==> src/rtl/adaptive_ema_loop_current_scaler_defines.svh <==
// assertion macros shared by the loop-current scaler rtl
// expects signals named clock and reset in the module that uses them
`ifndef ADAPTIVE_EMA_LOOP_CURRENT_SCALER_DEFINES_SVH
`define ADAPTIVE_EMA_LOOP_CURRENT_SCALER_DEFINES_SVH

// same-cycle implication, checked on every rising clock edge outside reset
`define AELCS_ASSERT_IMP(lbl, ante, cons, msg) \
   lbl: assert property (@(posedge clock) disable iff (reset) (ante) |-> (cons)) \
      else $error(msg);

// next-cycle implication, checked on every rising clock edge outside reset
`define AELCS_ASSERT_NXT(lbl, ante, cons, msg) \
   lbl: assert property (@(posedge clock) disable iff (reset) (ante) |=> (cons)) \
      else $error(msg);

`endif

==> src/rtl/aelcs_pkg.sv <==
// shared types and constants for the adaptive ema loop-current scaler
// no dependencies
`timescale 1ns / 1ps

package aelcs_pkg;

   // fixed-point widths
   localparam int SampleWidth = 16;              // q8.8 ma
   localparam int FiltWidth   = 24;              // q8.16 ma
   localparam int GainWidth   = 9;
   localparam int DistWidth   = 11;
   localparam int CsrAddrWidth = 3;

   // register indexes on the csr port
   localparam logic [CsrAddrWidth-1:0] CSR_TIER_HIGH = 3'd0;
   localparam logic [CsrAddrWidth-1:0] CSR_TIER_MID  = 3'd1;
   localparam logic [CsrAddrWidth-1:0] CSR_TIER_LOW  = 3'd2;
   localparam logic [CsrAddrWidth-1:0] CSR_GAIN_FAST = 3'd3;
   localparam logic [CsrAddrWidth-1:0] CSR_GAIN_MID  = 3'd4;
   localparam logic [CsrAddrWidth-1:0] CSR_GAIN_SMALL = 3'd5;
   localparam logic [CsrAddrWidth-1:0] CSR_GAIN_TINY = 3'd6;
   localparam logic [CsrAddrWidth-1:0] CSR_OFFSET    = 3'd7;

   // range limits in q8.8 ma
   localparam logic signed [15:0] Q_UNDER_LIMIT = 16'sd948;   // 3.7 ma
   localparam logic signed [15:0] Q_SPAN_LOW    = 16'sd1024;  // 4 ma
   localparam logic signed [15:0] Q_SPAN_HIGH   = 16'sd5120;  // 20 ma
   localparam logic signed [15:0] Q_OVER_LIMIT  = 16'sd5632;  // 22 ma

   // output scaling
   localparam logic [DistWidth-1:0] MM_LOW  = 11'd100;
   localparam logic [DistWidth-1:0] MM_SPAN = 11'd1900;
   localparam logic [DistWidth-1:0] MM_UNDER = 11'd0;
   localparam logic [DistWidth-1:0] MM_OVER  = 11'd1;

   // range status codes
   typedef enum logic [1:0] {
      RANGE_OK    = 2'd0,
      RANGE_UNDER = 2'd1,
      RANGE_OVER  = 2'd2
   } range_type;

   // filter configuration as seen by the back end
   typedef struct packed {
      logic [15:0]          tier_high;
      logic [15:0]          tier_mid;
      logic [15:0]          tier_low;
      logic [GainWidth-1:0] gain_fast;
      logic [GainWidth-1:0] gain_mid;
      logic [GainWidth-1:0] gain_small;
      logic [GainWidth-1:0] gain_tiny;
      logic signed [15:0]   offset;
   } cfg_type;

   // register values after reset
   localparam cfg_type CFG_RESET = '{
      tier_high:  16'd256,
      tier_mid:   16'd77,
      tier_low:   16'd26,
      gain_fast:  9'd243,
      gain_mid:   9'd205,
      gain_small: 9'd26,
      gain_tiny:  9'd13,
      offset:     16'sd90
   };

endpackage

==> src/rtl/aelcs_front.sv <==
// front end: input register that takes samples and widens them to q8.16
// depends on aelcs_pkg
`timescale 1ns / 1ps

module aelcs_front (
   input  logic                                  clock,
   input  logic                                  reset,
   input  logic                                  in_valid,
   output logic                                  in_ready,
   input  logic signed [aelcs_pkg::SampleWidth-1:0] in_sample,
   output logic                                  out_valid,
   input  logic                                  out_ready,
   output logic signed [aelcs_pkg::FiltWidth-1:0] out_x
);

   logic                                      vld_ff, vld_in;
   logic signed [aelcs_pkg::SampleWidth-1:0]  smp_ff, smp_in;
   logic                                      take, push;

   // handshakes
   assign push     = vld_ff && out_ready;
   assign in_ready = !vld_ff || out_ready;
   assign take     = in_valid && in_ready;

   // next state
   always_comb begin
      vld_in = vld_ff;
      smp_in = smp_ff;
      if (take) begin
         vld_in = 1'b1;
         smp_in = in_sample;
      end else if (push) begin
         vld_in = 1'b0;
      end
   end

   always_ff @(posedge clock) begin
      if (reset) begin
         vld_ff <= 1'b0;
      end else begin
         vld_ff <= vld_in;
      end
      smp_ff <= smp_in;
   end

   // q8.8 to q8.16
   assign out_valid = vld_ff;
   assign out_x     = {smp_ff, 8'h00};

endmodule

==> src/rtl/aelcs_fifo.sv <==
// two-entry queue between the front end and the filter
// depends on aelcs_pkg and the assertion macro header
`timescale 1ns / 1ps
`include "adaptive_ema_loop_current_scaler_defines.svh"

module aelcs_fifo (
   input  logic                                   clock,
   input  logic                                   reset,
   input  logic                                   in_valid,
   output logic                                   in_ready,
   input  logic signed [aelcs_pkg::FiltWidth-1:0] in_x,
   output logic                                   out_valid,
   input  logic                                   out_ready,
   output logic signed [aelcs_pkg::FiltWidth-1:0] out_x
);

   logic signed [aelcs_pkg::FiltWidth-1:0] mem [2];
   logic       wr_ptr_ff, wr_ptr_in;
   logic       rd_ptr_ff, rd_ptr_in;
   logic [1:0] cnt_ff, cnt_in;
   logic       push, pop;

   // full and empty come from the registered count
   assign in_ready  = (cnt_ff != 2'd2);
   assign out_valid = (cnt_ff != 2'd0);
   assign push      = in_valid && in_ready;
   assign pop       = out_valid && out_ready;
   assign out_x     = mem[rd_ptr_ff];

   // pointer and count update
   always_comb begin
      wr_ptr_in = push ? !wr_ptr_ff : wr_ptr_ff;
      rd_ptr_in = pop ? !rd_ptr_ff : rd_ptr_ff;
      cnt_in    = cnt_ff;
      if (push && !pop) begin
         cnt_in = cnt_ff + 2'd1;
      end else if (pop && !push) begin
         cnt_in = cnt_ff - 2'd1;
      end
   end

   always_ff @(posedge clock) begin
      if (reset) begin
         wr_ptr_ff <= 1'b0;
         rd_ptr_ff <= 1'b0;
         cnt_ff    <= 2'd0;
      end else begin
         wr_ptr_ff <= wr_ptr_in;
         rd_ptr_ff <= rd_ptr_in;
         cnt_ff    <= cnt_in;
      end
   end

   // storage
   always_ff @(posedge clock) begin
      if (push) begin
         mem[wr_ptr_ff] <= in_x;
      end
   end

   `AELCS_ASSERT_IMP(a_cnt_max, 1'b1, cnt_ff != 2'd3, "queue count out of range")
   `AELCS_ASSERT_NXT(a_cnt_up, push && !pop, cnt_ff == $past(cnt_ff) + 2'd1, "queue count lost a push")

endmodule

==> src/rtl/aelcs_filter.sv <==
// back end filter: tier select, adaptive gain step and state saturation
// depends on aelcs_pkg and the assertion macro header
`timescale 1ns / 1ps
`include "adaptive_ema_loop_current_scaler_defines.svh"

module aelcs_filter (
   input  logic                                   clock,
   input  logic                                   reset,
   input  aelcs_pkg::cfg_type                     cfg,
   input  logic                                   in_valid,
   output logic                                   in_ready,
   input  logic signed [aelcs_pkg::FiltWidth-1:0] in_x,
   output logic                                   out_valid,
   input  logic                                   out_ready,
   output logic signed [aelcs_pkg::FiltWidth-1:0] out_fv
);

   logic                                   vld_ff, vld_in;
   logic signed [aelcs_pkg::FiltWidth-1:0] fv_ff, fv_in;
   logic                                   pop;
   logic signed [24:0]                     diff;
   logic [24:0]                            mag;
   logic [aelcs_pkg::GainWidth-1:0]        gain;
   logic signed [34:0]                     prod;
   logic signed [34:0]                     rnd;
   logic signed [26:0]                     step;
   logic signed [27:0]                     sum;

   assign pop      = in_valid && in_ready;
   assign in_ready = !vld_ff || out_ready;

   // change against the filtered value, full precision
   assign diff = {in_x[23], in_x} - {fv_ff[23], fv_ff};
   assign mag  = diff[24] ? 25'(-diff) : 25'(diff);

   // tier select, first match wins
   always_comb begin
      priority if (mag > {1'b0, cfg.tier_high, 8'h00}) begin
         gain = cfg.gain_fast;
      end else if (mag > {1'b0, cfg.tier_mid, 8'h00}) begin
         gain = cfg.gain_mid;
      end else if (mag >= {1'b0, cfg.tier_low, 8'h00}) begin
         gain = cfg.gain_small;
      end else begin
         gain = cfg.gain_tiny;
      end
   end

   // gain step rounded half up, added to the state and saturated to 24 bits
   assign prod = diff * $signed({1'b0, gain});
   assign rnd  = prod + 35'sd128;
   assign step = rnd[34:8];
   assign sum  = {{4{fv_ff[23]}}, fv_ff} + {step[26], step};

   always_comb begin
      vld_in = vld_ff;
      fv_in  = fv_ff;
      if (pop) begin
         vld_in = 1'b1;
         priority if (sum > 28'sd8388607) begin
            fv_in = 24'sh7fffff;
         end else if (sum < -28'sd8388608) begin
            fv_in = 24'sh800000;
         end else begin
            fv_in = sum[23:0];
         end
      end else if (out_ready) begin
         vld_in = 1'b0;
      end
   end

   always_ff @(posedge clock) begin
      if (reset) begin
         vld_ff <= 1'b0;
         fv_ff  <= '0;
      end else begin
         vld_ff <= vld_in;
         fv_ff  <= fv_in;
      end
   end

   assign out_valid = vld_ff;
   assign out_fv    = fv_ff;

   `AELCS_ASSERT_NXT(a_fv_hold, !in_valid || !in_ready, $stable(fv_ff), "filter state moved without a transfer")

endmodule

==> src/rtl/aelcs_scale.sv <==
// back end output stage: offset, range check, clamp and mm scaling
// depends on aelcs_pkg and the assertion macro header
`timescale 1ns / 1ps
`include "adaptive_ema_loop_current_scaler_defines.svh"

module aelcs_scale (
   input  logic                                   clock,
   input  logic                                   reset,
   input  logic signed [15:0]                     offset,
   input  logic                                   in_valid,
   output logic                                   in_ready,
   input  logic signed [aelcs_pkg::FiltWidth-1:0] in_fv,
   output logic                                   out_valid,
   input  logic                                   out_ready,
   output logic [aelcs_pkg::DistWidth-1:0]        out_dist,
   output aelcs_pkg::range_type                   out_status,
   output logic signed [15:0]                     out_current
);

   logic                              vld_ff, vld_in;
   logic [aelcs_pkg::DistWidth-1:0]   dist_ff, dist_in;
   aelcs_pkg::range_type              stat_ff, stat_in;
   logic signed [15:0]                cur_ff, cur_in;
   logic                              take;
   logic signed [24:0]                rnd;
   logic signed [17:0]                csum;
   logic signed [15:0]                cur;
   logic signed [15:0]                clamp;
   logic [12:0]                       span;
   logic [23:0]                       mm_prod;
   logic [23:0]                       mm_rnd;

   assign in_ready = !vld_ff || out_ready;
   assign take     = in_valid && in_ready;

   // q8.16 to q8.8 rounded, plus offset, saturated
   assign rnd  = {in_fv[23], in_fv} + 25'sd128;
   assign csum = {rnd[24], rnd[24:8]} + {{2{offset[15]}}, offset};

   always_comb begin
      priority if (csum > 18'sd32767) begin
         cur = 16'sh7fff;
      end else if (csum < -18'sd32768) begin
         cur = 16'sh8000;
      end else begin
         cur = csum[15:0];
      end
   end

   // clamp to the 4..20 ma span
   always_comb begin
      priority if (cur < aelcs_pkg::Q_SPAN_LOW) begin
         clamp = aelcs_pkg::Q_SPAN_LOW;
      end else if (cur >= aelcs_pkg::Q_SPAN_HIGH) begin
         clamp = aelcs_pkg::Q_SPAN_HIGH;
      end else begin
         clamp = cur;
      end
   end

   // linear map onto 100..2000 mm, halves rounded up
   assign span    = 13'(clamp - aelcs_pkg::Q_SPAN_LOW);
   assign mm_prod = span * aelcs_pkg::MM_SPAN;
   assign mm_rnd  = mm_prod + 24'd2048;

   // output register
   always_comb begin
      vld_in  = vld_ff;
      dist_in = dist_ff;
      stat_in = stat_ff;
      cur_in  = cur_ff;
      if (take) begin
         vld_in = 1'b1;
         cur_in = cur;
         priority if (cur < aelcs_pkg::Q_UNDER_LIMIT) begin
            dist_in = aelcs_pkg::MM_UNDER;
            stat_in = aelcs_pkg::RANGE_UNDER;
         end else if (cur > aelcs_pkg::Q_OVER_LIMIT) begin
            dist_in = aelcs_pkg::MM_OVER;
            stat_in = aelcs_pkg::RANGE_OVER;
         end else begin
            dist_in = aelcs_pkg::MM_LOW + mm_rnd[22:12];
            stat_in = aelcs_pkg::RANGE_OK;
         end
      end else if (out_ready) begin
         vld_in = 1'b0;
      end
   end

   always_ff @(posedge clock) begin
      if (reset) begin
         vld_ff <= 1'b0;
      end else begin
         vld_ff <= vld_in;
      end
      dist_ff <= dist_in;
      stat_ff <= stat_in;
      cur_ff  <= cur_in;
   end

   assign out_valid   = vld_ff;
   assign out_dist    = dist_ff;
   assign out_status  = stat_ff;
   assign out_current = cur_ff;

   `AELCS_ASSERT_IMP(a_under_cur, vld_ff && stat_ff == aelcs_pkg::RANGE_UNDER, cur_ff < aelcs_pkg::Q_UNDER_LIMIT, "under-range with current in range")

endmodule

==> src/rtl/adaptive_ema_loop_current_scaler.sv <==
// a req transfer reaches the matching rsp data through the input register, queue,
// filter state register and output register; throughput: one sample per cycle
// while rsp_tready is high; the filter loop (change, tier select, gain multiply,
// saturating add) closes on the filter state register
// reset: synchronous; clears all valids, the filtered value and sets csr defaults
`timescale 1ns / 1ps

module adaptive_ema_loop_current_scaler (
   input  logic        clock,
   input  logic        reset,
   // input stream
   input  logic        req_tvalid,
   output logic        req_tready,
   input  logic [15:0] req_tdata,   // [15:0] current_sample
   // result stream
   output logic        rsp_tvalid,
   input  logic        rsp_tready,
   output logic [31:0] rsp_tdata,   // [10:0] distance_mm, [12:11] range_status,
                                    // [28:13] filtered_current, [31:29] zero
   // configuration writes
   input  logic        csr_we,
   input  logic [aelcs_pkg::CsrAddrWidth-1:0] csr_addr,
   input  logic [15:0] csr_wdata
);

   aelcs_pkg::cfg_type cfg_ff, cfg_in;

   logic                                   fr_valid, fr_ready;
   logic signed [aelcs_pkg::FiltWidth-1:0] fr_x;
   logic                                   q_valid, q_ready;
   logic signed [aelcs_pkg::FiltWidth-1:0] q_x;
   logic                                   f_valid, f_ready;
   logic signed [aelcs_pkg::FiltWidth-1:0] f_fv;
   logic [aelcs_pkg::DistWidth-1:0]        dist_mm;
   aelcs_pkg::range_type                   status;
   logic signed [15:0]                     cur;

   // configuration register file
   always_comb begin
      cfg_in = cfg_ff;
      if (csr_we) begin
         unique case (csr_addr)
            aelcs_pkg::CSR_TIER_HIGH:  cfg_in.tier_high  = csr_wdata;
            aelcs_pkg::CSR_TIER_MID:   cfg_in.tier_mid   = csr_wdata;
            aelcs_pkg::CSR_TIER_LOW:   cfg_in.tier_low   = csr_wdata;
            aelcs_pkg::CSR_GAIN_FAST:  cfg_in.gain_fast  = csr_wdata[8:0];
            aelcs_pkg::CSR_GAIN_MID:   cfg_in.gain_mid   = csr_wdata[8:0];
            aelcs_pkg::CSR_GAIN_SMALL: cfg_in.gain_small = csr_wdata[8:0];
            aelcs_pkg::CSR_GAIN_TINY:  cfg_in.gain_tiny  = csr_wdata[8:0];
            aelcs_pkg::CSR_OFFSET:     cfg_in.offset     = csr_wdata;
         endcase
      end
   end

   always_ff @(posedge clock) begin
      if (reset) begin
         cfg_ff <= aelcs_pkg::CFG_RESET;
      end else begin
         cfg_ff <= cfg_in;
      end
   end

   // front end
   aelcs_front u_front (
      .clock     (clock),
      .reset     (reset),
      .in_valid  (req_tvalid),
      .in_ready  (req_tready),
      .in_sample (req_tdata),
      .out_valid (fr_valid),
      .out_ready (fr_ready),
      .out_x     (fr_x)
   );

   // decoupling queue
   aelcs_fifo u_fifo (
      .clock     (clock),
      .reset     (reset),
      .in_valid  (fr_valid),
      .in_ready  (fr_ready),
      .in_x      (fr_x),
      .out_valid (q_valid),
      .out_ready (q_ready),
      .out_x     (q_x)
   );

   // back end: filter loop
   aelcs_filter u_filter (
      .clock     (clock),
      .reset     (reset),
      .cfg       (cfg_ff),
      .in_valid  (q_valid),
      .in_ready  (q_ready),
      .in_x      (q_x),
      .out_valid (f_valid),
      .out_ready (f_ready),
      .out_fv    (f_fv)
   );

   // back end: scaling and output register
   aelcs_scale u_scale (
      .clock       (clock),
      .reset       (reset),
      .offset      (cfg_ff.offset),
      .in_valid    (f_valid),
      .in_ready    (f_ready),
      .in_fv       (f_fv),
      .out_valid   (rsp_tvalid),
      .out_ready   (rsp_tready),
      .out_dist    (dist_mm),
      .out_status  (status),
      .out_current (cur)
   );

   // result packing
   assign rsp_tdata = {3'b000, cur, status, dist_mm};

endmodule
==> config.mk <==
export PLATFORM = sky130hd
export DESIGN_NAME = adaptive_ema_loop_current_scaler
export DESIGN_NICKNAME = d
export VERILOG_FILES = /design/src/rtl/aelcs_pkg.sv /design/src/rtl/aelcs_front.sv /design/src/rtl/aelcs_fifo.sv /design/src/rtl/aelcs_filter.sv /design/src/rtl/aelcs_scale.sv /design/src/rtl/adaptive_ema_loop_current_scaler.sv
export VERILOG_INCLUDE_DIRS = /design/src /design/src/rtl
export SDC_FILE = /design/constraint.sdc
export NUM_CORES = 1
export LEC_CHECK = 0
export BUFFER_PORTS_ARGS = -buffer_cell sky130_fd_sc_hd__clkbuf_2
export CAP_MARGIN = 20
export CELL_PAD_IN_SITES_DETAIL_PLACEMENT = 1
export CELL_PAD_IN_SITES_GLOBAL_PLACEMENT = 2
export CORE_MARGIN = 4
export CORE_UTILIZATION = 37
export DETAILED_ROUTE_END_ITERATION = 12
export GPL_TIMING_DRIVEN = 1
export PLACE_DENSITY_LB_ADDON = 0.3
export SYNTH_ARGS = -nofsm -noshare
export SYNTH_HDL_FRONTEND = slang
export SYNTH_SLANG_ARGS = --single-unit
==> constraint.sdc <==
create_clock -name clock -period 13.85 [get_ports clock]
set_input_delay 2.0775 -clock clock [delete_from_list [all_inputs] [get_ports clock]]
set_output_delay 2.0775 -clock clock [all_outputs]
set_load 0.005 [all_outputs]
==> results.json, run 1 <==
{
  "outcome": "finished clean",
  "timing.fmax_mhz": 74.06,
  "postCtsHoldBufs": 0,
  "cp-end-kind": "register",
  "critPathKind": "register to register",
  "yosys-top-cells-count": "inv_1 (387), nand2_1 (383), ha_1 (263)",
  "fp.dieW_um": 264.5,
  "yosys.area.top_type": "fa_1",
  "initial_core_util_pct": 37.57,
  "final_cell_count_no_fill": 3945,
  "fillers": 7569,
  "via_per_inst": 5.333,
  "ys_async_sr_fraction_pct": 0,
  "grt_first_pass_wirelength_um": 127800,
  "dr.first_iter.drc_count": 1069,
  "ys_seq_area_share_pct": 20.35,
  "clk_pin_slew_ns": 0.06,
  "cp.required_ns": 14.32,
  "hp-class": "register to register",
  "syn_inst": 2826,
  "syn_area_um2": 24350,
  "whs_path_depth": 0,
  "ant_nets": 0,
  "ys_ff_latch": 209,
  "die_y_um": 264.5,
  "numCtsBuffers": 26,
  "die-area_um2": 69980,
  "min_period_over_period_pct": 97.49,
  "wl_per_cell_um": 20.63,
  "cts.sinks": 209,
  "num_vias": 21040,
  "cts_buffer_depth": 3,
  "place_inst": 3857,
  "multi_input_area_um2": 18300,
  "yosysMostFrequentCell": "inv_1",
  "clk_latency_ns": 0.57,
  "finalClockSkew_ns": 0.01066,
  "cp_max_fo": 6,
  "place_area_um2": 27070,
  "synth_edf_count": 77,
  "drc": 0,
  "slowest_stage": "or4_4",
  "grt_max_degree": 101,
  "drive_gt1_share_pct": 17.35,
  "seq_area_um2": 4962,
  "synth_top_area_share_pct": 19.32,
  "finalCriticalPeriod_ns": 13.50,
  "firstDrtPassIters": 5,
  "worst_path_largest_cell_delay_ns": 0.57,
  "routed_wl_um": 81370,
  "maxCapViolations": 0,
  "relSlewSlack_pct": 6.861,
  "fin_nets": 3607,
  "h-tree-depth": 1,
  "finalSetupViolCount": 0,
  "drv_slew": 0,
  "grt_overflow": 0,
  "design.core.area_um2": 64810,
  "synthToLayoutAreaGrowth_pct": 19.13,
  "yosysWarnings": 0,
  "gp_congestion": 0.9312,
  "io_pins": 74,
  "hold_slack_ns": 0.4473,
  "ys_types": 90,
  "io_buffers": 70,
  "avgSynthCellArea_um2": 8.616,
  "final_area_um2": 29010,
  "track_usage_pct": 22.70,
  "rows": 93,
  "hold_viol_final": 0,
  "grt_pass1_vias": 23080,
  "cts_tree": "yes",
  "hpwlAfterDp_um": 66820,
  "arrival_ns": 13.97,
  "worstMarginPinSlew_ns": 1.397,
  "reg2reg_depth": 55,
  "cts_root_buf": "clkbuf_16",
  "final_util_pct": 44.76,
  "critical_path.startpoint_type": "register",
  "synth_ff_type": "dfxtp_1",
  "yosys-top-cells-area": "fa_1 (19%), ha_1 (14%), dfxtp_1 (11%)",
  "antenna_found_initial": 1
}
area by class of cell:
cell class | count | share of cell area [%]
Inverter | 387 | 5.021
Timing Repair Buffer | 322 | 8.230
Clock buffer | 29 | 2.282
Multi-Input combinational cell | 2123 | 63.09
Clock inverter | 19 | 0.5737
Antenna cell | 1 | 0.008627
Tap cell | 855 | 3.688
Sequential cell | 209 | 17.11
registers in the layout, indices dropped and copies added (netlist names), named ones only:
name,cells
u_filter.out_fv,24
u_fifo.rd_ptr_ff,1
u_scale.out_status,2
u_scale.out_valid,1
u_front.smp_ff,16
u_front.out_valid,1
cfg_ff,100
u_filter.out_valid,1
u_fifo.cnt_ff,2
u_fifo.mem,32
u_scale.out_current,16
u_fifo.wr_ptr_ff,1
u_scale.out_dist,11
repair_timing:
item                                   4_1_cts  5_1_grt
setup endpoints to repair                   23       24
gates resized for setup                     26      137
buffers inserted                            14       17
gates cloned                                 1        2
pin swaps                                   18       72
endpoints found under the hold margin        0        0
per-layer routing:
| metal | part of all wire (%) | track usage (%) | routed length, µm | vias up |
|---|---|---|---|---|
| met3 | 3.8 | 2.887 | 3123 | 108 |
| met5 | 0.016 | 0 | 13 | - |
| li1 | - | - | - | 9978 |
| met4 | 2.9 | 5.340 | 2322 | 2 |
| met2 | 49 | 40.33 | 39840 | 352 |
| met1 | 44 | 29.49 | 36070 | 10600 |
logic make-up after synthesis:
kind of cell	synth area share, %
AO/OA/AOI/OAI	13.67
other	0.01540
AND/OR/NAND/NOR	18.05
flip-flops	20.35
multiplexers	2.107
buffers and inverters	7.759
XOR/XNOR	5.216
adder cells (fa/ha/maj)	32.83
per-stage QoR:
step	TNS [ns]	setup slack, ns
4_1_cts	0	0.004754
2_1_floorplan	0	0.002129
3_5_place_dp	-8.626	-0.4514
3_3_place_gp	0	0.01929
5_1_grt	-2.439	-0.1484
6_report	0	0.3482
path summary, 6_finish.rpt:
check	slack (ns)	start	endpoint
max	0.35	u_filter.out_fv[10]	u_filter.out_fv[1]
min	0.45	u_front.smp_ff[3]	u_fifo.mem[0][3]
max reg2reg	0.35	u_filter.out_fv[10]	u_filter.out_fv[1]
min reg2reg	0.45	u_front.smp_ff[3]	u_fifo.mem[0][3]
worst max-delay path, delay by kind of cell, from the launching register on:
kind / cells / cell delay [ns]
AND/OR/NAND/NOR: 20 / 4.43
adder cells (fa/ha/maj): 9 / 3.79
AO/OA/AOI/OAI: 13 / 2.87
buffers and inverters: 10 / 1.40
XOR/XNOR: 3 / 0.45
flip-flops: 1 / 0.41
layout by cell type, fill, tap and decap left out, types with 11 or more instances in the layout:
master | synthesis | final
a211oi_1 | 13 | 12
a221oi_2 | 0 | 16
nor2b_1 | 42 | 40
a21oi_2 | 0 | 17
ha_1 | 263 | 253
o211ai_1 | 12 | 12
o21a_1 | 20 | 20
buf_6 | 0 | 18
mux2i_1 | 31 | 25
inv_1 | 387 | 385
buf_4 | 3 | 229
clkbuf_2 | 6 | 69
a211o_1 | 27 | 27
dfxtp_1 | 132 | 130
and2_1 | 36 | 36
or3_1 | 17 | 14
o21bai_1 | 15 | 13
nand4_1 | 23 | 23
mux2_2 | 18 | 15
a21o_1 | 39 | 39
xor2_1 | 47 | 46
nor3_1 | 45 | 41
a31oi_1 | 18 | 14
and3_1 | 23 | 22
o21ai_0 | 59 | 54
clkbuf_16 | 0 | 27
edfxtp_1 | 77 | 77
nand2b_1 | 23 | 23
nor4_1 | 16 | 11
nor2_1 | 208 | 198
fa_1 | 235 | 233
nand3b_1 | 19 | 19
nand2_1 | 383 | 373
a21oi_1 | 167 | 149
nand3_1 | 47 | 46
xnor2_1 | 98 | 92
Power of run 1 is left out: the tool's default activity adds up to more than one toggle a clock period on the data nets, which glitch-free logic cannot reach.
==> inputs of run 2 (changes only) <==
--- a/config.mk
+++ b/config.mk
@@ -6,13 +6,13 @@
 export SDC_FILE = /design/constraint.sdc
 export NUM_CORES = 1
 export LEC_CHECK = 0
-export BUFFER_PORTS_ARGS = -buffer_cell sky130_fd_sc_hd__clkbuf_2
 export CAP_MARGIN = 20
 export CELL_PAD_IN_SITES_DETAIL_PLACEMENT = 1
 export CELL_PAD_IN_SITES_GLOBAL_PLACEMENT = 2
 export CORE_MARGIN = 4
-export CORE_UTILIZATION = 37
+export CORE_UTILIZATION = 38
 export DETAILED_ROUTE_END_ITERATION = 12
+export DONT_BUFFER_PORTS = 1
 export GPL_TIMING_DRIVEN = 1
 export PLACE_DENSITY_LB_ADDON = 0.3
 export SYNTH_ARGS = -nofsm -noshare
==> run 2 against run 1 <==
Die area down 2.6%. Sequential cell count unchanged. Core utilization grew 0.74 points. First-iteration DRC count increased by 17%. Global-route usage rose by 0.46 points. Maximum frequency is 2.3% lower. Cell area decreased by 0.89%. Non-clock buffer count down 101. Worst setup slack worse by 0.32 ns. Register-to-register slack lost 0.32 ns. Clock skew increased by 0.019 ns. Critical path type unchanged. Critical endpoint is now u_filter.out_fv[4]. Highest routed layer is now met4.
==> results.json, run 2 (synthesis gave the netlist of run 1 again) <==
{
  "outcome": "finished clean",
  "drc": 0,
  "numCtsBuffers": 28,
  "cp.required_ns": 14.32,
  "relSlewSlack_pct": 16.78,
  "clk_latency_ns": 0.60,
  "cts_buffer_depth": 3,
  "grt-busiest-layer": "met2",
  "drive_gt1_share_pct": 15.54,
  "path_common_cell": "fa_1",
  "io_pins": 74,
  "final_cell_mix": "inv_1 (381), nand2_1 (360), ha_1 (250)",
  "gp_congestion": 0.9222,
  "worst_path_largest_cell_delay_ns": 0.62,
  "use_met1_pct": 30.85,
  "met2_usage_pct": 40.68,
  "firstDrtPassIters": 5,
  "largest-register": "cfg_ff",
  "cts.sinks": 209,
  "antenna_cells": 0,
  "initial_core_util_pct": 38.53,
  "drv_slew": 0,
  "mostFrequentLayoutCell": "inv_1",
  "finalClockSkew_ns": 0.02988,
  "hpwlAfterDp_um": 65390,
  "dr.first_iter.drc_count": 1254,
  "antenna_found_initial": 0,
  "rsz0062_at_grt": "yes",
  "fin_nets": 3508,
  "fp.dieW_um": 261.1,
  "track_usage_pct": 23.16,
  "grt_max_degree": 132,
  "place_area_um2": 26380,
  "largest_register_ffs": 100,
  "min_period_over_period_pct": 99.77,
  "wl_per_cell_um": 21.10,
  "ant_nets": 0,
  "finalCriticalPeriod_ns": 13.82,
  "hp-class": "register to register",
  "gr-usage-met3_pct": 2.398,
  "timing.fmax_mhz": 72.37,
  "num_vias": 20860,
  "maxCapViolations": 0,
  "cts_tree": "yes",
  "cts_root_buf": "clkbuf_16",
  "synthToLayoutAreaGrowth_pct": 18.07,
  "design.core.area_um2": 63200,
  "via_per_inst": 5.436,
  "grt_pass1_vias": 22480,
  "io_buffers": 0,
  "cp-end-kind": "register",
  "routed_wl_um": 80990,
  "arrival_ns": 14.29,
  "postCtsHoldBufs": 0,
  "h-tree-depth": 1,
  "grt_overflow": 0,
  "final_area_um2": 28750,
  "die-area_um2": 68190,
  "die_y_um": 261.1,
  "rows": 92,
  "hold_viol_final": 0,
  "critPathKind": "register to register",
  "cp_max_fo": 7,
  "worstMarginPinSlew_ns": 1.248,
  "grt_first_pass_wirelength_um": 125400,
  "clk_pin_slew_ns": 0.06,
  "critical_path.startpoint_type": "register",
  "finalSetupViolCount": 0,
  "slowest_stage": "or4_4"
}
[run 2: changes by cell type in the layout (fill, tap and decap cells not counted), sizes merged]
cell,delta
clkinv,-3
inv,+1
diode,-1
clkbuf,-61
bufinv,+2
clkinvlp,-2
buf,-34
[run 2: worst max-delay path, delay by kind of cell (launching register included)]
kind	cells	cell delay, ns
AO/OA/AOI/OAI	13	2.86
AND/OR/NAND/NOR	21	4.82
multiplexers	1	0.34
XOR/XNOR	2	0.28
adder cells (fa/ha/maj)	9	3.64
flip-flops	1	0.39
buffers and inverters	10	1.34
[run 2: final timing paths]
kind	startpoint	end	slack (ns)	depth (start not counted)
hold reg to reg	u_front.smp_ff[10]	u_fifo.mem[1][10]	0.45	0
setup reg to reg	register	u_filter.out_fv[4]	0.03	56
setup / recovery	register	u_filter.out_fv[4]	0.03	56
hold / removal	u_front.smp_ff[10]	u_fifo.mem[1][10]	0.45	0
[run 2: timing repair]
action,in CTS,in global routing
gates cloned,1,4
endpoints found under the hold margin,0,0
resized for setup,20,181
setup endpoints to repair,23,24
buffers inserted,5,32
pin swaps,7,115
[run 2: through the flow]
step | instances | hold WS, ns | TNS (ns) | utilization [%] | setup WS, ns
after floorplan | 2828 | 0.4215 | 0 | - | 0.002129
after global placement | 3739 | 0.4231 | -5.165 | 41.74 | -0.2439
after detailed placement | 3739 | 0.4369 | -10.19 | 41.74 | -0.4842
after CTS | 3797 | 0.4515 | 0 | 43.58 | 0.01793
after global routing | 3838 | 0.4692 | -9.029 | 45.49 | -0.4724
final | 3838 | 0.4470 | 0 | 45.49 | 0.03117
[run 2: metal layers]
layer	share of wire [%]	routed length (µm)
met3	3.5	2816
met2	49	39640
met1	45	36290
met5	0	0
met4	2.8	2242
[run 2: layout make-up]
| class | count | area, µm² |
|---|---|---|
| fill | 7279 | 34450 |
| multi-input combinational | 2123 | 18410 |
| sequential | 209 | 4959 |
| timing repair buffer | 221 | 1859 |
| inverter | 387 | 1453 |
| tap | 846 | 1059 |
| clock buffer | 35 | 789.5 |
| clock inverter | 17 | 224.0 |
Power of run 2 is left out for the same reason.
